## src/hdl/dcm_pkg.sv

```systemverilog
// dcm_pkg: shared constants for the DCM renormalization block.
// No dependencies; used by the top level, the front end, the row lane, the checker and the testbench.
package dcm_pkg;

    // Default element format, signed Q2.14
    localparam int ELEM_WIDTH_DEF = 16;
    localparam int FRAC_BITS_DEF  = 14;

    // Matrix geometry: three rows of three elements
    localparam int ROWS = 3;
    localparam int COLS = 3;

    // Pipeline depth of each part, in register stages
    localparam int FRONT_STAGES = 4;
    localparam int SCALE_STAGES = 4;
    localparam int LATENCY      = FRONT_STAGES + SCALE_STAGES;

endpackage

```

## src/hdl/dcm_row_scale.sv

```systemverilog
// dcm_row_scale: one row lane, scales a row by (3 - |r|^2)/2 in four stages.
// Depends on dcm_pkg for the row length and stage count.
module dcm_row_scale #(
    parameter int ELEM_WIDTH = dcm_pkg::ELEM_WIDTH_DEF,
    parameter int FRAC_BITS  = dcm_pkg::FRAC_BITS_DEF
) (
    input  logic                         clk,
    input  logic                         rst_n,
    input  logic                         in_valid,
    input  logic signed [ELEM_WIDTH-1:0] row_in [dcm_pkg::COLS],
    output logic                         out_valid,
    output logic signed [ELEM_WIDTH-1:0] row_out [dcm_pkg::COLS]
);

    localparam int W  = ELEM_WIDTH;
    localparam int PW = 2 * W;
    localparam int XW = 2 * W + 4;
    localparam int N  = dcm_pkg::COLS;
    localparam int NS = dcm_pkg::SCALE_STAGES;

    localparam logic signed [XW-1:0] SAT_HI = {{(XW-W+1){1'b0}}, {(W-1){1'b1}}};
    localparam logic signed [XW-1:0] SAT_LO = ~SAT_HI;
    localparam logic signed [XW-1:0] THREE  = XW'(3) <<< FRAC_BITS;

    // clamp a wide value to the element range
    function automatic logic signed [W-1:0] sat(input logic signed [XW-1:0] v);
        logic signed [W-1:0] r;
        if (v > SAT_HI)
            r = SAT_HI[W-1:0];
        else if (v < SAT_LO)
            r = SAT_LO[W-1:0];
        else
            r = v[W-1:0];
        return r;
    endfunction

    // valid pipe
    logic [NS-1:0] vld_reg;

    always_ff @(posedge clk or negedge rst_n)
    begin
        if (!rst_n)
            vld_reg <= '0;
        else
            vld_reg <= {vld_reg[NS-2:0], in_valid};
    end

    assign out_valid = vld_reg[NS-1];

    logic signed [W-1:0]  r_s5_reg [N];
    logic signed [PW-1:0] sq_s5_reg [N];
    logic signed [W-1:0]  r_s6_reg [N];
    logic signed [W-1:0]  s_s6_reg;
    logic signed [PW-1:0] p_s7_reg [N];
    logic signed [W-1:0]  o_s8_reg [N];
    logic signed [XW-1:0] len;

    // squared length, floored
    assign len = (XW'(sq_s5_reg[0]) + XW'(sq_s5_reg[1]) + XW'(sq_s5_reg[2])) >>> FRAC_BITS;

    always_ff @(posedge clk)
    begin
        s_s6_reg <= sat((THREE - len) >>> 1);
    end

    for (genvar i = 0; i < N; i++)
    begin : g_elem
        always_ff @(posedge clk)
        begin
            r_s5_reg[i]  <= row_in[i];
            sq_s5_reg[i] <= row_in[i] * row_in[i];
            r_s6_reg[i]  <= r_s5_reg[i];
            p_s7_reg[i]  <= s_s6_reg * r_s6_reg[i];
            o_s8_reg[i]  <= sat(XW'(p_s7_reg[i]) >>> FRAC_BITS);
        end

        assign row_out[i] = o_s8_reg[i];
    end

endmodule

```

## config.mk

```make
export PLATFORM = sky130hd
export DESIGN_NAME = dcm_row_scale
export DESIGN_NICKNAME = d
export VERILOG_FILES = /design/src/hdl/dcm_pkg.sv /design/src/hdl/dcm_row_scale.sv
export SDC_FILE = /design/constraint.sdc
export NUM_CORES = 2
export LEC_CHECK = 0
export ABC_CLOCK_PERIOD_IN_PS = 6690
export BUFFER_PORTS_ARGS = -buffer_cell sky130_fd_sc_hd__buf_2
export CORE_ASPECT_RATIO = 2
export CORE_UTILIZATION = 44
export DETAILED_ROUTE_END_ITERATION = 12
export PLACE_DENSITY_LB_ADDON = 0.1
export SETUP_SLACK_MARGIN = 0.1
export SLEW_MARGIN = 20
export SYNTH_ARGS = -nofsm -noshare
export SYNTH_HDL_FRONTEND = slang
export SYNTH_SLANG_ARGS = --single-unit
```

## constraint.sdc

```tcl
create_clock -name clk -period 6.69 [get_ports clk]
set_clock_uncertainty 0.2 [all_clocks]
set_input_delay 1.6725 -clock clk [delete_from_list [all_inputs] [get_ports clk]]
set_output_delay 1.6725 -clock clk [all_outputs]
set_load 0.02 [all_outputs]
```

## After elaboration in Yosys (flattened, before gate mapping)

Memory sizes are Yosys's and may differ from the RTL's.
Cells that the tools add are included.

| word-level totals | value |
|---|---|
| bits in latches | 0 |
| word-level logic and storage cells | 31 |
| memories kept | 5 |
| register bits | 20 |
| memory bits (writable) | 336 |
| output and inout port bits | 49 |
| input port bits | 51 |
| bits in read-only memories | 0 |

| operators by class | value |
|---|---|
| multiply operators | 6 |
| reductions and logical operators | 0 |
| divide/modulo/power cells | 0 |
| add/sub/neg operators | 3 |
| equality and inequality tests | 0 |
| muxes and demuxes | 7 |
| order comparisons | 8 |
| shift-type cells | 0 |
| bitwise gates (word level) | 0 |

Memories:

| name | words | width | read ports | clocked after Yosys merged registers in | wr ports | line | RTL |
|---|---|---|---|---|---|---|---|
| p_s7_reg | 3 | 32 | 3 | 0 | 3 | dcm_row_scale.sv:54 | `logic signed [PW-1:0] p_s7_reg [N];` |
| sq_s5_reg | 3 | 32 | 3 | 0 | 3 | dcm_row_scale.sv:51 | `logic signed [PW-1:0] sq_s5_reg [N];` |
| o_s8_reg | 3 | 16 | 3 | 0 | 3 | dcm_row_scale.sv:55 | `logic signed [W-1:0] o_s8_reg [N];` |
| r_s5_reg | 3 | 16 | 3 | 0 | 3 | dcm_row_scale.sv:50 | `logic signed [W-1:0] r_s5_reg [N];` |
| r_s6_reg | 3 | 16 | 3 | 0 | 3 | dcm_row_scale.sv:52 | `logic signed [W-1:0] r_s6_reg [N];` |

Operator list:

| cell | count |
|---|---|
| $mul 16x16->32 | 6 |
| $mux 16 | 7 |
| $gt 18x16->1 const B | 3 |
| $lt 18x16->1 const B | 3 |
| $add 33x32->34 | 1 |
| $add 32x32->33 | 1 |
| $sub 17x20->21 const A | 1 |
| $gt 20x16->1 const B | 1 |
| $lt 20x16->1 const B | 1 |

## Depth between registers and ports, before layout

| depth | value |
|---|---|
| depth after elaboration | 5 |
| mapped depth | 27 |
| mapped depth without buffers | 26 |

## Least setup slack after synthesis

Ideal clock, no wire load.

| path | value |
|---|---|
| path kind | input-to-reg |
| from | in row_in[8] (netlist name) |
| to | mem sq_s5_reg[0][92] (netlist name) |
| cell stages on the path | 23 |
| buffers on the path | 1 |
| setup slack | -1654 ps |
| setup time | 127 ps |
| required time | 6363 ps |
| arrival time | 8017 ps |
| path through | clkbuf_1 nand2_1 fa_1 fa_1 inv_1 fa_1 inv_1 fa_1 inv_1 fa_1 fa_1 ha_1 a21o_1 a21o_1 a21o_1 a2111oi_1 o31ai_1 o21ai_0 a2111oi_0 o31ai_1 a21oi_1 and4_1 or3_1 |

RTL lines:

| element | line | RTL |
|---|---|---|
| start: declaration | dcm_row_scale.sv:10 | `input logic signed [ELEM_WIDTH-1:0] row_in [dcm_pkg::COLS],` |
| end: declaration | dcm_row_scale.sv:51 |  |

==> metrics.txt <==
Async SR Flop Fraction 0.0130; input/output buffers 99; Distinct cells, synth 92; Core ar. 146000 sq um; xor/xnor share of the synthesized area 0.0302; Overall Global Routing Usage 0.245; sequential cell area 6250 sq um; Synth Area in Compound Gates 0.0486; Initial Util 0.443; most frequent cells in the layout inv_1 (1822), fa_1 (1488), buf_4 (822); DRT iter0 DRCs 1355; hold path cells 0; clk sinks 308; Reg2Reg Depth 25; Yosys warning total 0; Ports 100; Metal-1 WL 53800 microns; EDFF count, synth 0; row count 198; crit end category flop; pin count of the biggest net entering global routing 32; GP Congestion 0.891; Worst Path Class, Setup in -> reg; largest delay contributor family on the critical path adder cells; post-synthesis sequential area ratio 0.0958; drt total wl 173000 microns; crit path max fanout 4; WL met2 105000 microns; post-DP HPWL 152000 microns; dpl cells 9450; RSZ-0062 raised after global routing yes; dominant cells by area after synthesis fa_1 (47%), inv_1 (11%), ha_1 (10%); kind of start point of the critical path input port; Via density 4.85; P&R area growth vs syn 20.2%; DIE AREA 148000 sq um; synthesized area 64600 sq um; Syn Inst Count 6873; DRC 0; most used flip-flop cell after synthesis dfxtp_1; slew margin rel. 0.344; CP max stage delay 560 ps; ANT nets after route 0; H-tree levels 2; status complete, but fails checks; data required time of the worst path 7010 ps; setup violators final 31; CP dominant cell by count fa_1; Finished Core Util 0.533; commonest non-fill, non-tap cell in the layout inv_1; Die X-Extent 273 microns; largest area contributor in the netlist fa_1; clk_lat worst skew 620 ps; area share of the largest cell type after synthesis 0.475; Hold Crit Class reg -> reg; worst hold slack 115 ps; crit path DAT 7440 ps; critical path depth 25; share of post-route cells with drive strength above 1 0.195; Post-Synth Simple-Gate Area 0.124; max-cap viol count 0; max-slew violations 0; Clock Pin Slew Worst Setup and Hold Paths 60 ps; drt pass-1 iters 5; synthesized area per cell 9.40 sq um; Crit-path slowest cell fa_1; Largest register FFs 93; Die Y 544 microns; WP buf/inv 8; top sig layer met4; Final min period 7120 ps; PnR worst setup slack -425 ps; root buf cell clkbuf_16; vias in the first global route 54227; grt ovf 0; Synth Area in Adders 0.576; Final #Nets 9807; Clock Path Buffers 3; period utilization 1.06; top achievable clock speed 141 MHz; main combinational cell family by area after synthesis adder cells; WL/cell 17.9 microns; post-synth net total 8980; CTS buffer count 37; Worst Tran Pin Value 982 ps; WL met3 3500 microns; footprint of the multi-input gates 52200 sq um; Seq cells post-synth 308; post-synthesis mux area share 0.00128; CTS tree yes; Hold Fails Final Rpt 0; fin cells 9632; first-pass GRT wire length 280000 microns; failing checks negative setup slack; via count 46726; Filler cells 13580; initial antenna violation count 7
==> Yosys cell counts (all sizes together) (21+ instances only) <==
cell type / instances
nor3: 40
clkbuf: 214
nor2b: 21
and2: 460
a21oi: 171
nor2: 320
nand3: 30
o21a: 26
o21ai: 54
inv: 1900
dfxtp: 304
ha: 525
xor2: 47
a21o: 65
o211ai: 24
nand2b: 45
xnor2: 174
nand2: 700
fa: 1531
==> layer usage <==
| layer | vias up | track usage |
|---|---|---|
| met2 | 738 | 0.517 |
| met5 | - | 0 |
| met3 | 455 | 0.0158 |
| li1 | 21609 | - |
| met1 | 23924 | 0.222 |
| met4 | 0 | 0.135 |
==> logic make-up (layout without fill, tap and decap cells) <==
group,Yosys count,in the layout
compound gates,465,465
xor+xnor,221,221
fa+ha+maj,2056,2056
buf+inv,2127,2983
flops,308,308
mux,7,7
other cells,1,4
simple gates,1688,1688
==> area by class of cell <==
class,count,share of cell area
Clock inverter,20,0.00297
Multi-Input combinational cell,4438,0.672
Antenna cell,3,0.0000967
Timing Repair Buffer,1015,0.108
Inverter,1900,0.0920
Tap cell,1900,0.0306
Clock buffer,48,0.0131
Sequential cell,308,0.0806
==> metrics by stage <==
| stage | setup slack [ps] | cell area [sq um] | setup TNS (ps) |
|---|---|---|---|
| 6_report | -425 | 77600 | -7260 |
| 3_3_place_gp | -1480 | 73300 | -51810 |
| 3_5_place_dp | -1510 | 73300 | -53410 |
| 4_1_cts | -517 | 76500 | -8030 |
| 2_1_floorplan | -1010 | 65400 | -17390 |
| 5_1_grt | -626 | 77600 | -14830 |
==> timing repair <==
item,4_1_cts,5_1_grt
hold endpoints to repair,0,0
pin swaps,205,179
setup endpoints to repair,69,63
gates cloned,2,1
hold buffers,0,0
resized for setup,353,211
setup buffers,77,35
==> worst paths after layout <==
path	from	to	slack, ps
setup / recovery	row_in[9]	sq_s5_reg[0][95]	-430
setup reg to reg	s_s6_reg[11]	p_s7_reg[0][95]	-90
max in group asynchronous	rst_n	vld_reg[1]	5510
min in group asynchronous	rst_n	vld_reg[2]	650
hold reg to reg	r_s5_reg[0][18]	r_s6_reg[0][18]	120
hold / removal	r_s5_reg[0][18]	r_s6_reg[0][18]	120
==> worst reg2reg max path, stage by stage, from the launching register on <==
cell,delay (ps)
dfxtp_4,380
buf_12,120
buf_4,120
nand2_1,70
fa_1,480
fa_2,430
fa_1,560
inv_2,50
fa_1,520
fa_1,570
inv_2,40
fa_2,560
inv_2,50
ha_4,220
a211oi_2,210
o211ai_1,140
buf_4,170
o2111ai_4,210
buf_12,160
a221oi_4,100
a311oi_4,380
a21oi_2,120
a22o_1,240
o41ai_2,260
o21bai_1,120
xnor2_1,220
Power is not shown: default switching activity piles up to over one toggle a cycle in this logic, so the estimate is an artifact.
